### config.mk
export PLATFORM = sky130hd
export DESIGN_NAME = http_response_header_parser_flat
export DESIGN_NICKNAME = d
export VERILOG_FILES = /design/src/rtl/hrhp_pkg.sv /design/src/rtl/hrhp_if.sv /design/src/rtl/http_response_header_parser.sv /design/src/flat_wrapper.sv
export SDC_FILE = /design/constraint.sdc
export NUM_CORES = 1
export LEC_CHECK = 0
export BUFFER_PORTS_ARGS = -buffer_cell sky130_fd_sc_hd__buf_2
export CAP_MARGIN = 20
export CORE_MARGIN = 2
export CORE_UTILIZATION = 45
export CTS_CLUSTER_DIAMETER = 60
export DETAILED_ROUTE_END_ITERATION = 8
export GPL_TIMING_DRIVEN = 0
export RECOVER_POWER = 100
export SLEW_MARGIN = 20
export SYNTH_ARGS = -nofsm -noshare
export SYNTH_HDL_FRONTEND = slang
export SYNTH_SLANG_ARGS = --single-unit
### constraint.sdc
create_clock -name clk -period 7.5 [get_ports clk]
set_input_delay 0.75 -clock clk [delete_from_list [all_inputs] [get_ports clk]]
set_output_delay 0.75 -clock clk [all_outputs]
set_load 0.05 [all_outputs]
### src/rtl/hrhp_pkg.sv
// ---------------------------------------------------------------------------
// hrhp_pkg
// Shared widths, byte class codes, line event codes and character constants
// for the HTTP response header parser.
// ---------------------------------------------------------------------------
package hrhp_pkg;

  localparam int ByteW   = 8;
  localparam int KindW   = 3;
  localparam int EventW  = 2;
  localparam int StatusW = 10;
  localparam int StateW  = 5;

  typedef logic [ByteW-1:0]   byte_t;
  typedef logic [KindW-1:0]   kind_t;
  typedef logic [EventW-1:0]  event_t;
  typedef logic [StatusW-1:0] status_t;

  // byte classes
  localparam kind_t K_FRAME  = 3'd0;
  localparam kind_t K_REASON = 3'd1;
  localparam kind_t K_NAME   = 3'd2;
  localparam kind_t K_VALUE  = 3'd3;
  localparam kind_t K_BODY   = 3'd4;
  localparam kind_t K_ERROR  = 3'd5;

  // line events
  localparam event_t LE_NONE   = 2'd0;
  localparam event_t LE_STATUS = 2'd1;
  localparam event_t LE_HEADER = 2'd2;
  localparam event_t LE_BLOCK  = 2'd3;

  // characters
  localparam byte_t CH_H     = 8'h48;
  localparam byte_t CH_T     = 8'h54;
  localparam byte_t CH_P     = 8'h50;
  localparam byte_t CH_SLASH = 8'h2f;
  localparam byte_t CH_DOT   = 8'h2e;
  localparam byte_t CH_COLON = 8'h3a;
  localparam byte_t CH_SP    = 8'h20;
  localparam byte_t CH_HT    = 8'h09;
  localparam byte_t CH_CR    = 8'h0d;
  localparam byte_t CH_LF    = 8'h0a;
  localparam byte_t CH_ZERO  = 8'h30;
  localparam byte_t CH_NINE  = 8'h39;
  localparam byte_t CH_DEL   = 8'h7f;
  localparam byte_t CTL_MAX  = 8'h1f;

  localparam byte_t VER_MAX  = 8'hff;

endpackage

### src/rtl/hrhp_if.sv
// ---------------------------------------------------------------------------
// hrhp_byte_if / hrhp_result_if
// Valid/ready channels for received bytes and for classified results.
// ---------------------------------------------------------------------------
interface hrhp_byte_if import hrhp_pkg::*; ();
  logic  valid;
  logic  ready;
  logic  first_byte;
  byte_t byte_value;

  modport source (output valid, output first_byte, output byte_value, input ready);
  modport sink   (input valid, input first_byte, input byte_value, output ready);
endinterface

interface hrhp_result_if import hrhp_pkg::*; ();
  logic    valid;
  logic    ready;
  byte_t   byte_out;
  kind_t   byte_kind;
  logic    name_start;
  logic    value_start;
  event_t  line_event;
  byte_t   version_major;
  byte_t   version_minor;
  status_t status_code;

  modport source (output valid, output byte_out, output byte_kind, output name_start,
                  output value_start, output line_event, output version_major,
                  output version_minor, output status_code, input ready);
  modport sink   (input valid, input byte_out, input byte_kind, input name_start,
                  input value_start, input line_event, input version_major,
                  input version_minor, input status_code, output ready);
endinterface

### src/rtl/http_response_header_parser.sv
// ---------------------------------------------------------------------------
// http_response_header_parser
// Byte-at-a-time HTTP/1.x status line and header block classifier.
// ---------------------------------------------------------------------------
// One byte enters per clock unless the result channel stalls, and its result
// leaves from the output register on the next cycle; the grammar step and
// the decimal accumulate sit in the single combinational path from the byte
// channel into the parse registers and the result register. The byte channel
// is ready whenever the result register is empty or being taken. A byte with
// first_byte set restarts the parse; after a grammar error every byte is
// reported as an error until such a restart.
module http_response_header_parser import hrhp_pkg::*; (
  input logic              clk,
  input logic              rst,
  hrhp_byte_if.sink        byte_ch,
  hrhp_result_if.source    result_ch
);

  localparam logic [StateW-1:0] S_H      = 5'd0;
  localparam logic [StateW-1:0] S_T1     = 5'd1;
  localparam logic [StateW-1:0] S_T2     = 5'd2;
  localparam logic [StateW-1:0] S_P      = 5'd3;
  localparam logic [StateW-1:0] S_SLASH  = 5'd4;
  localparam logic [StateW-1:0] S_MAJ0   = 5'd5;
  localparam logic [StateW-1:0] S_MAJ    = 5'd6;
  localparam logic [StateW-1:0] S_MIN0   = 5'd7;
  localparam logic [StateW-1:0] S_MIN    = 5'd8;
  localparam logic [StateW-1:0] S_ST1    = 5'd9;
  localparam logic [StateW-1:0] S_ST2    = 5'd10;
  localparam logic [StateW-1:0] S_ST3    = 5'd11;
  localparam logic [StateW-1:0] S_STSP   = 5'd12;
  localparam logic [StateW-1:0] S_REASON = 5'd13;
  localparam logic [StateW-1:0] S_SLLF   = 5'd14;
  localparam logic [StateW-1:0] S_LINE   = 5'd15;
  localparam logic [StateW-1:0] S_NAME   = 5'd16;
  localparam logic [StateW-1:0] S_VWS    = 5'd17;
  localparam logic [StateW-1:0] S_VAL    = 5'd18;
  localparam logic [StateW-1:0] S_HLLF   = 5'd19;
  localparam logic [StateW-1:0] S_ENDLF  = 5'd20;
  localparam logic [StateW-1:0] S_BODY   = 5'd21;

  function automatic logic is_digit(byte_t c);
    return (c >= CH_ZERO) && (c <= CH_NINE);
  endfunction

  function automatic logic is_ctl(byte_t c);
    return (c <= CTL_MAX) || (c == CH_DEL);
  endfunction

  function automatic logic is_ws(byte_t c);
    return (c == CH_SP) || (c == CH_HT);
  endfunction

  function automatic logic is_sep(byte_t c);
    logic r;
    case (c) inside
      8'h28, 8'h29, 8'h3c, 8'h3e, 8'h40, 8'h2c, 8'h3b, 8'h3a, 8'h5c, 8'h22,
      8'h2f, 8'h5b, 8'h5d, 8'h3f, 8'h3d, 8'h7b, 8'h7d, 8'h20, 8'h09: r = 1'b1;
      default: r = 1'b0;
    endcase
    return r;
  endfunction

  function automatic logic is_tok(byte_t c);
    return !is_ctl(c) && !is_sep(c);
  endfunction

  function automatic logic is_text(byte_t c);
    return is_ws(c) || !is_ctl(c);
  endfunction

  // acc * 10 + digit, saturating at 255
  function automatic byte_t sat_dec(byte_t acc, byte_t c);
    logic [11:0] v;
    v = {1'b0, acc, 3'b000} + {3'b000, acc, 1'b0} + {4'h0, c - CH_ZERO};
    return (v > {4'h0, VER_MAX}) ? VER_MAX : v[7:0];
  endfunction

  logic [StateW-1:0] state, state_next;
  byte_t             major_acc, major_next;
  byte_t             minor_acc, minor_next;
  status_t           status_acc, status_next;
  logic              failed, failed_next;

  logic              take;
  logic              out_valid;
  byte_t             c;
  logic [StateW-1:0] st_cur;
  byte_t             maj_cur, min_cur;
  status_t           sts_cur;
  logic              fail_cur;
  logic [StateW-1:0] s;
  byte_t             maj_s, min_s;
  status_t           sts_s;
  logic [13:0]       sts_wide;
  logic              ok;
  kind_t             kind, kind_next;
  logic              ns, vs;
  event_t            ev, ev_next;
  status_t           status_out;

  assign byte_ch.ready = !out_valid || result_ch.ready;
  assign take          = byte_ch.valid && byte_ch.ready;
  assign c             = byte_ch.byte_value;

  always_comb begin
    // restart wipes the parse before this byte is taken
    st_cur   = byte_ch.first_byte ? S_H : state;
    maj_cur  = byte_ch.first_byte ? '0 : major_acc;
    min_cur  = byte_ch.first_byte ? '0 : minor_acc;
    sts_cur  = byte_ch.first_byte ? '0 : status_acc;
    fail_cur = byte_ch.first_byte ? 1'b0 : failed;

    s        = st_cur;
    maj_s    = maj_cur;
    min_s    = min_cur;
    sts_s    = sts_cur;
    sts_wide = {1'b0, sts_cur, 3'b000} + {3'b000, sts_cur, 1'b0} + {6'd0, c - CH_ZERO};
    ok       = 1'b1;
    kind     = K_FRAME;
    ns       = 1'b0;
    vs       = 1'b0;
    ev       = LE_NONE;

    unique case (st_cur)
      S_H: begin
        maj_s = '0;
        min_s = '0;
        sts_s = '0;
        if (c == CH_H) s = S_T1; else ok = 1'b0;
      end
      S_T1:    if (c == CH_T) s = S_T2; else ok = 1'b0;
      S_T2:    if (c == CH_T) s = S_P; else ok = 1'b0;
      S_P:     if (c == CH_P) s = S_SLASH; else ok = 1'b0;
      S_SLASH: if (c == CH_SLASH) s = S_MAJ0; else ok = 1'b0;
      S_MAJ0: begin
        if (is_digit(c)) begin
          maj_s = sat_dec(maj_cur, c);
          s     = S_MAJ;
        end else ok = 1'b0;
      end
      S_MAJ: begin
        if (is_digit(c)) maj_s = sat_dec(maj_cur, c);
        else if (c == CH_DOT) s = S_MIN0;
        else ok = 1'b0;
      end
      S_MIN0: begin
        if (is_digit(c)) begin
          min_s = sat_dec(min_cur, c);
          s     = S_MIN;
        end else ok = 1'b0;
      end
      S_MIN: begin
        if (is_digit(c)) min_s = sat_dec(min_cur, c);
        else if (c == CH_SP) s = S_ST1;
        else ok = 1'b0;
      end
      S_ST1, S_ST2, S_ST3: begin
        if (is_digit(c)) begin
          sts_s = sts_wide[StatusW-1:0];
          s     = st_cur + 5'd1;
        end else ok = 1'b0;
      end
      S_STSP: if (c == CH_SP) s = S_REASON; else ok = 1'b0;
      S_REASON: begin
        if (c == CH_CR) s = S_SLLF;
        else if (is_text(c)) kind = K_REASON;
        else ok = 1'b0;
      end
      S_SLLF: begin
        if (c == CH_LF) begin
          s  = S_LINE;
          ev = LE_STATUS;
        end else ok = 1'b0;
      end
      S_LINE: begin
        if (c == CH_CR) s = S_ENDLF;
        else if (is_tok(c)) begin
          kind = K_NAME;
          ns   = 1'b1;
          s    = S_NAME;
        end else ok = 1'b0;
      end
      S_NAME: begin
        if (c == CH_COLON) s = S_VWS;
        else if (is_tok(c)) kind = K_NAME;
        else ok = 1'b0;
      end
      S_VWS: begin
        // skip leading whitespace before the value
        if (c == CH_CR) s = S_HLLF;
        else if (is_ws(c)) s = S_VWS;
        else if (!is_ctl(c)) begin
          kind = K_VALUE;
          vs   = 1'b1;
          s    = S_VAL;
        end else ok = 1'b0;
      end
      S_VAL: begin
        if (c == CH_CR) s = S_HLLF;
        else if (is_text(c)) kind = K_VALUE;
        else ok = 1'b0;
      end
      S_HLLF: begin
        if (c == CH_LF) begin
          s  = S_LINE;
          ev = LE_HEADER;
        end else ok = 1'b0;
      end
      S_ENDLF: begin
        if (c == CH_LF) begin
          s  = S_BODY;
          ev = LE_BLOCK;
        end else ok = 1'b0;
      end
      S_BODY:  kind = K_BODY;
      default: ok = 1'b0;
    endcase

    if (fail_cur) begin
      // sticky error: hold everything
      state_next  = st_cur;
      major_next  = maj_cur;
      minor_next  = min_cur;
      status_next = sts_cur;
      failed_next = 1'b1;
      kind_next   = K_ERROR;
      ev_next     = LE_NONE;
      ns          = 1'b0;
      vs          = 1'b0;
    end else if (!ok) begin
      state_next  = st_cur;
      major_next  = maj_cur;
      minor_next  = min_cur;
      status_next = sts_cur;
      failed_next = 1'b1;
      kind_next   = K_ERROR;
      ev_next     = LE_NONE;
      ns          = 1'b0;
      vs          = 1'b0;
    end else begin
      state_next  = s;
      major_next  = maj_s;
      minor_next  = min_s;
      status_next = sts_s;
      failed_next = 1'b0;
      kind_next   = kind;
      ev_next     = ev;
    end

    status_out = (state_next >= S_REASON && state_next <= S_BODY) ? status_next : '0;
  end

  always_ff @(posedge clk) begin
    if (rst) begin
      state      <= S_H;
      major_acc  <= '0;
      minor_acc  <= '0;
      status_acc <= '0;
      failed     <= 1'b0;
      out_valid  <= 1'b0;
    end else begin
      if (take) begin
        state      <= state_next;
        major_acc  <= major_next;
        minor_acc  <= minor_next;
        status_acc <= status_next;
        failed     <= failed_next;
        out_valid  <= 1'b1;
      end else if (result_ch.ready) begin
        out_valid <= 1'b0;
      end
    end
  end

  // result payload: load on every byte transfer
  always_ff @(posedge clk) begin
    if (take) begin
      result_ch.byte_out      <= c;
      result_ch.byte_kind     <= kind_next;
      result_ch.name_start    <= ns;
      result_ch.value_start   <= vs;
      result_ch.line_event    <= ev_next;
      result_ch.version_major <= major_next;
      result_ch.version_minor <= minor_next;
      result_ch.status_code   <= status_out;
    end
  end

  assign result_ch.valid = out_valid;

  a_sticky_error: assert property (@(posedge clk) disable iff (rst)
    take && failed && !byte_ch.first_byte |=> result_ch.byte_kind == K_ERROR)
    else $error("error not held until restart");

  a_error_flags: assert property (@(posedge clk) disable iff (rst)
    out_valid && result_ch.byte_kind == K_ERROR |->
      !result_ch.name_start && !result_ch.value_start && result_ch.line_event == LE_NONE)
    else $error("flags raised on an error byte");

  a_status_gate: assert property (@(posedge clk) disable iff (rst)
    out_valid && state < S_REASON |-> result_ch.status_code == '0)
    else $error("status code shown before status line done");

  a_block_end: assert property (@(posedge clk) disable iff (rst)
    out_valid && result_ch.line_event == LE_BLOCK |-> state == S_BODY && !failed)
    else $error("header block end without entering body");

  a_ready: assert property (@(posedge clk) disable iff (rst)
    !byte_ch.ready |-> out_valid && !result_ch.ready)
    else $error("byte channel stalled with free result register");

endmodule
### src/flat_wrapper.sv
// flat-port wrapper written by rule: the top's interface ports become plain ports
module http_response_header_parser_flat import hrhp_pkg::*;
  (clk, rst, byte_ch_valid, byte_ch_first_byte, byte_ch_byte_value, byte_ch_ready, result_ch_valid, result_ch_byte_out, result_ch_byte_kind, result_ch_name_start, result_ch_value_start, result_ch_line_event, result_ch_version_major, result_ch_version_minor, result_ch_status_code, result_ch_ready);
  hrhp_byte_if byte_ch_i ();
  hrhp_result_if result_ch_i ();
  input logic clk;
  input logic rst;
  input wire logic [$bits(byte_ch_i.valid)-1:0] byte_ch_valid;
  input wire logic [$bits(byte_ch_i.first_byte)-1:0] byte_ch_first_byte;
  input wire logic [$bits(byte_ch_i.byte_value)-1:0] byte_ch_byte_value;
  output wire logic [$bits(byte_ch_i.ready)-1:0] byte_ch_ready;
  output wire logic [$bits(result_ch_i.valid)-1:0] result_ch_valid;
  output wire logic [$bits(result_ch_i.byte_out)-1:0] result_ch_byte_out;
  output wire logic [$bits(result_ch_i.byte_kind)-1:0] result_ch_byte_kind;
  output wire logic [$bits(result_ch_i.name_start)-1:0] result_ch_name_start;
  output wire logic [$bits(result_ch_i.value_start)-1:0] result_ch_value_start;
  output wire logic [$bits(result_ch_i.line_event)-1:0] result_ch_line_event;
  output wire logic [$bits(result_ch_i.version_major)-1:0] result_ch_version_major;
  output wire logic [$bits(result_ch_i.version_minor)-1:0] result_ch_version_minor;
  output wire logic [$bits(result_ch_i.status_code)-1:0] result_ch_status_code;
  input wire logic [$bits(result_ch_i.ready)-1:0] result_ch_ready;
  assign byte_ch_i.valid = byte_ch_valid;
  assign byte_ch_i.first_byte = byte_ch_first_byte;
  assign byte_ch_i.byte_value = byte_ch_byte_value;
  assign byte_ch_ready = byte_ch_i.ready;
  assign result_ch_valid = result_ch_i.valid;
  assign result_ch_byte_out = result_ch_i.byte_out;
  assign result_ch_byte_kind = result_ch_i.byte_kind;
  assign result_ch_name_start = result_ch_i.name_start;
  assign result_ch_value_start = result_ch_i.value_start;
  assign result_ch_line_event = result_ch_i.line_event;
  assign result_ch_version_major = result_ch_i.version_major;
  assign result_ch_version_minor = result_ch_i.version_minor;
  assign result_ch_status_code = result_ch_i.status_code;
  assign result_ch_i.ready = result_ch_ready;
  http_response_header_parser u_core (.clk(clk), .rst(rst), .byte_ch(byte_ch_i), .result_ch(result_ch_i));
endmodule
==> impl_metrics.env <==
export IMPL_clock_root_buffer="clkbuf_16"
export IMPL_hold_viol_final=0
export IMPL_async_flop_share_pct=0
export IMPL_end_kind="register"
export IMPL_final_nets=883
export IMPL_diodes=0
export IMPL_path_common_cell="clkbuf_1"
export IMPL_postCtsSetupRepairBufs=0
export IMPL_slew_violations=51
export IMPL_hold_class="reg -> reg"
export IMPL_dpl_hpwl_um=15900
export IMPL_worstPathArrival_ns=6.46
export IMPL_drive_above_1_share_pct=6.13
export IMPL_path_max_fanout=10
export IMPL_cts_made_buffers=9
export IMPL_cp_slowest_cell="a2111oi_0"
export IMPL_ctsResizeCount=0
export IMPL_finalSetupViolations=0
export IMPL_grt_pass1_vias=5885
export IMPL_numClockSinks=74
export IMPL_clock_latency_ns=0.35
export IMPL_io_pins=56
export IMPL_dp_slack_ns=1.63
export IMPL_syn_nets=819
export IMPL_cts_tree="yes"
export IMPL_avgSynthCellArea_um2=8.44
export IMPL_ys_top_cells_by_area="edfxtp_1 20%, dfxtp_1 10%, ha_1 8.3%"
export IMPL_synth_seq_area_share_pct=30.0
export IMPL_coreArea_um2=13800
export IMPL_grt_pass1_wl_um=33000
export IMPL_worst_pin_slew_ns=2.83
export IMPL_clock_skew_ns=0.00830
export IMPL_clkTransAtPathRegs_ns=0.06
export IMPL_portBuffers=53
export IMPL_wirelength_um=21200
export IMPL_violations="capacitance limit, slew limit"
export IMPL_vias=6142
export IMPL_fin_tns_setup_ns=0
export IMPL_antenna_found_initial=0
export IMPL_clockBufferDepth=2
export IMPL_synth_edff_count=41
export IMPL_grt_max_degree=51
export IMPL_ys_seq_elements=74
export IMPL_ant_nets=0
export IMPL_worst_slack_ns=1.13
export IMPL_worst_setup_path_start_kind="input pin"
export IMPL_first_pass_iters=5
export IMPL_die_area_um2=15000
export IMPL_max_cap_viol_count=1
export IMPL_netlist_area_leader_share_pct=19.6
export IMPL_ir_worst_vdd_v=0.000103
export IMPL_power_density_nw_per_um2=170
export IMPL_period_needed_ns=6.37
export IMPL_yosys_area_top_type="edfxtp_1"
export IMPL_initial_core_util_pct=45.7
export IMPL_via_per_inst=6.17
export IMPL_track_usage_pct=29.3
export IMPL_syn_to_final_growth_pct=11.2
export IMPL_mostFrequentLayoutCell="nor2_1"
export IMPL_hold_buffers=0
export IMPL_avgRoutedWirePerCell_um=21.3
export IMPL_die_y_um=122
export IMPL_power_leakage_nw=2.81
export IMPL_cp_cell_sequence="clkbuf_1 -> clkbuf_1 -> nor2b_1 -> clkbuf_1 -> ha_1 -> clkbuf_1 -> or3_1 -> nand2_1 -> a21oi_1 -> a2111oi_0 -> nand3_1 -> o21ai_1 -> clkbuf_1 -> a41o_1 -> o211ai_1 -> a32oi_4 -> nor2_1"
export IMPL_num_rows=43
export IMPL_netlist_area_um2=6300
export IMPL_final_cell_mix="85 x nor2_1, 84 x clkbuf_1, 64 x nand2_1, 63 x inv_1, 42 x ha_1"
export IMPL_rsz0062_at_grt="false"
export IMPL_synth_distinct_cells=89
export IMPL_ys_warn_count=0
export IMPL_die_w_um=122
export IMPL_netlist_instances=746
export IMPL_htree_levels=3
export IMPL_slew_headroom_pct=-88.8
export IMPL_place_gp_congestion=1.00
export IMPL_max_freq_mhz=157
export IMPL_critPathMaxStageDelay_ns=0.72
export IMPL_fillers=1362
export IMPL_min_period_over_period_pct=85.0
export IMPL_worstPathRequired_ns=7.59
export IMPL_grt_overflow=0
export IMPL_synth_flop_cell="edfxtp_1"
export IMPL_path_class="in -> reg"
export IMPL_drtIter0Drc=594
export IMPL_drc=0
export IMPL_status="finished with violations"
-- logic make-up (layout without fill, tap and decap cells) --
kind of cell	count (synthesis)	in the layout	synth area share, %
AND/OR/NAND/NOR	287	287	23.6
AO/OA/AOI/OAI	199	199	22.8
buffers and inverters	109	178	7.02
flip-flops	74	74	30.0
adder cells (fa/ha/maj)	60	60	14.1
XOR/XNOR	14	14	1.95
multiplexers	3	3	0.477
-- cells in the mapped netlist, types with 8 or more instances --
cell type,count
o21a_1,9
nor3_1,21
inv_1,63
o21ai_0,36
ha_1,42
o22ai_1,9
and3_1,10
a21oi_1,40
clkbuf_1,28
a22oi_1,10
a211oi_1,15
nor2b_1,22
dfxtp_1,33
nand2_1,64
nor2_1,85
fa_1,18
edfxtp_1,41
buf_2,10
nand3_1,16
nand4_1,8
xnor2_1,11
nand2b_1,12
-- state kept, by name, summed over array words and instances (netlist names), 2 cells and up --
name                            flops
u_core.major_acc                    8
u_core.result_ch.status_code       10
u_core.result_ch.byte_kind          3
u_core.result_ch.version_major      8
u_core.state                        5
u_core.minor_acc                    8
u_core.result_ch.line_event         2
u_core.result_ch.byte_out           8
u_core.result_ch.version_minor      8
u_core.status_acc                  10
-- critical path, delay by kind of cell --
family	cells	cell delay (ns)
adders and majority gates	1	0.26
AOI/OAI and AO/OA	6	2.02
buffers and inverters	5	2.11
and+or+nand+nor	5	1.30
-- metal layers --
metal  wire, um  GRT usage, %
met4       1030          15.4
met3       1460          3.95
met5          0             0
met2       9620          45.6
met1       9060          39.6
-- power by group --
group	internal (W)	total (W)	switching, W
clock	0.000264	0.000457	0.000193
combinational	0.0000792	0.000276	0.000196
sequential	0.000450	0.000458	0.00000830
-- layout make-up --
cell class / count / area (um2) / area share, %
buffer: 43 / 185 / 2.64
clock buffer: 9 / 225 / 3.22
clock inverter: 7 / 83.8 / 1.20
inverter: 66 / 248 / 3.54
multi-input combinational: 563 / 3940 / 56.3
sequential: 74 / 1890 / 27.0
tap: 180 / 225 / 3.22
timing repair buffer: 53 / 201 / 2.88
-- per-stage QoR --
stage	hold slack, ns	util [%]	cells	power, W	instance area, um2
3_3_place_gp	0.445	49.3	979	0.000740	6790
2_1_floorplan	0.437	-	746	0.000665	6300
5_1_grt	0.505	50.8	995	0.00124	7000
4_1_cts	0.463	51.6	995	0.00120	7110
3_5_place_dp	0.454	49.3	979	0.000745	6800
6_report	0.463	50.8	995	0.00119	7000
-- path summary, 6_finish.rpt --
check                                    startpoint                         endpoint  slack, ns  cells after the start
worst min register to register  u_core.minor_acc[3]              u_core.minor_acc[3]       0.46                      2
worst max-delay path             byte_ch_first_byte  u_core.result_ch.status_code[0]       1.13                     17
worst max register to register      u_core.state[0]  u_core.result_ch.status_code[0]       2.15                     14
worst min-delay path            u_core.minor_acc[3]              u_core.minor_acc[3]       0.46                      2
(Power assumes the default switching activity.)
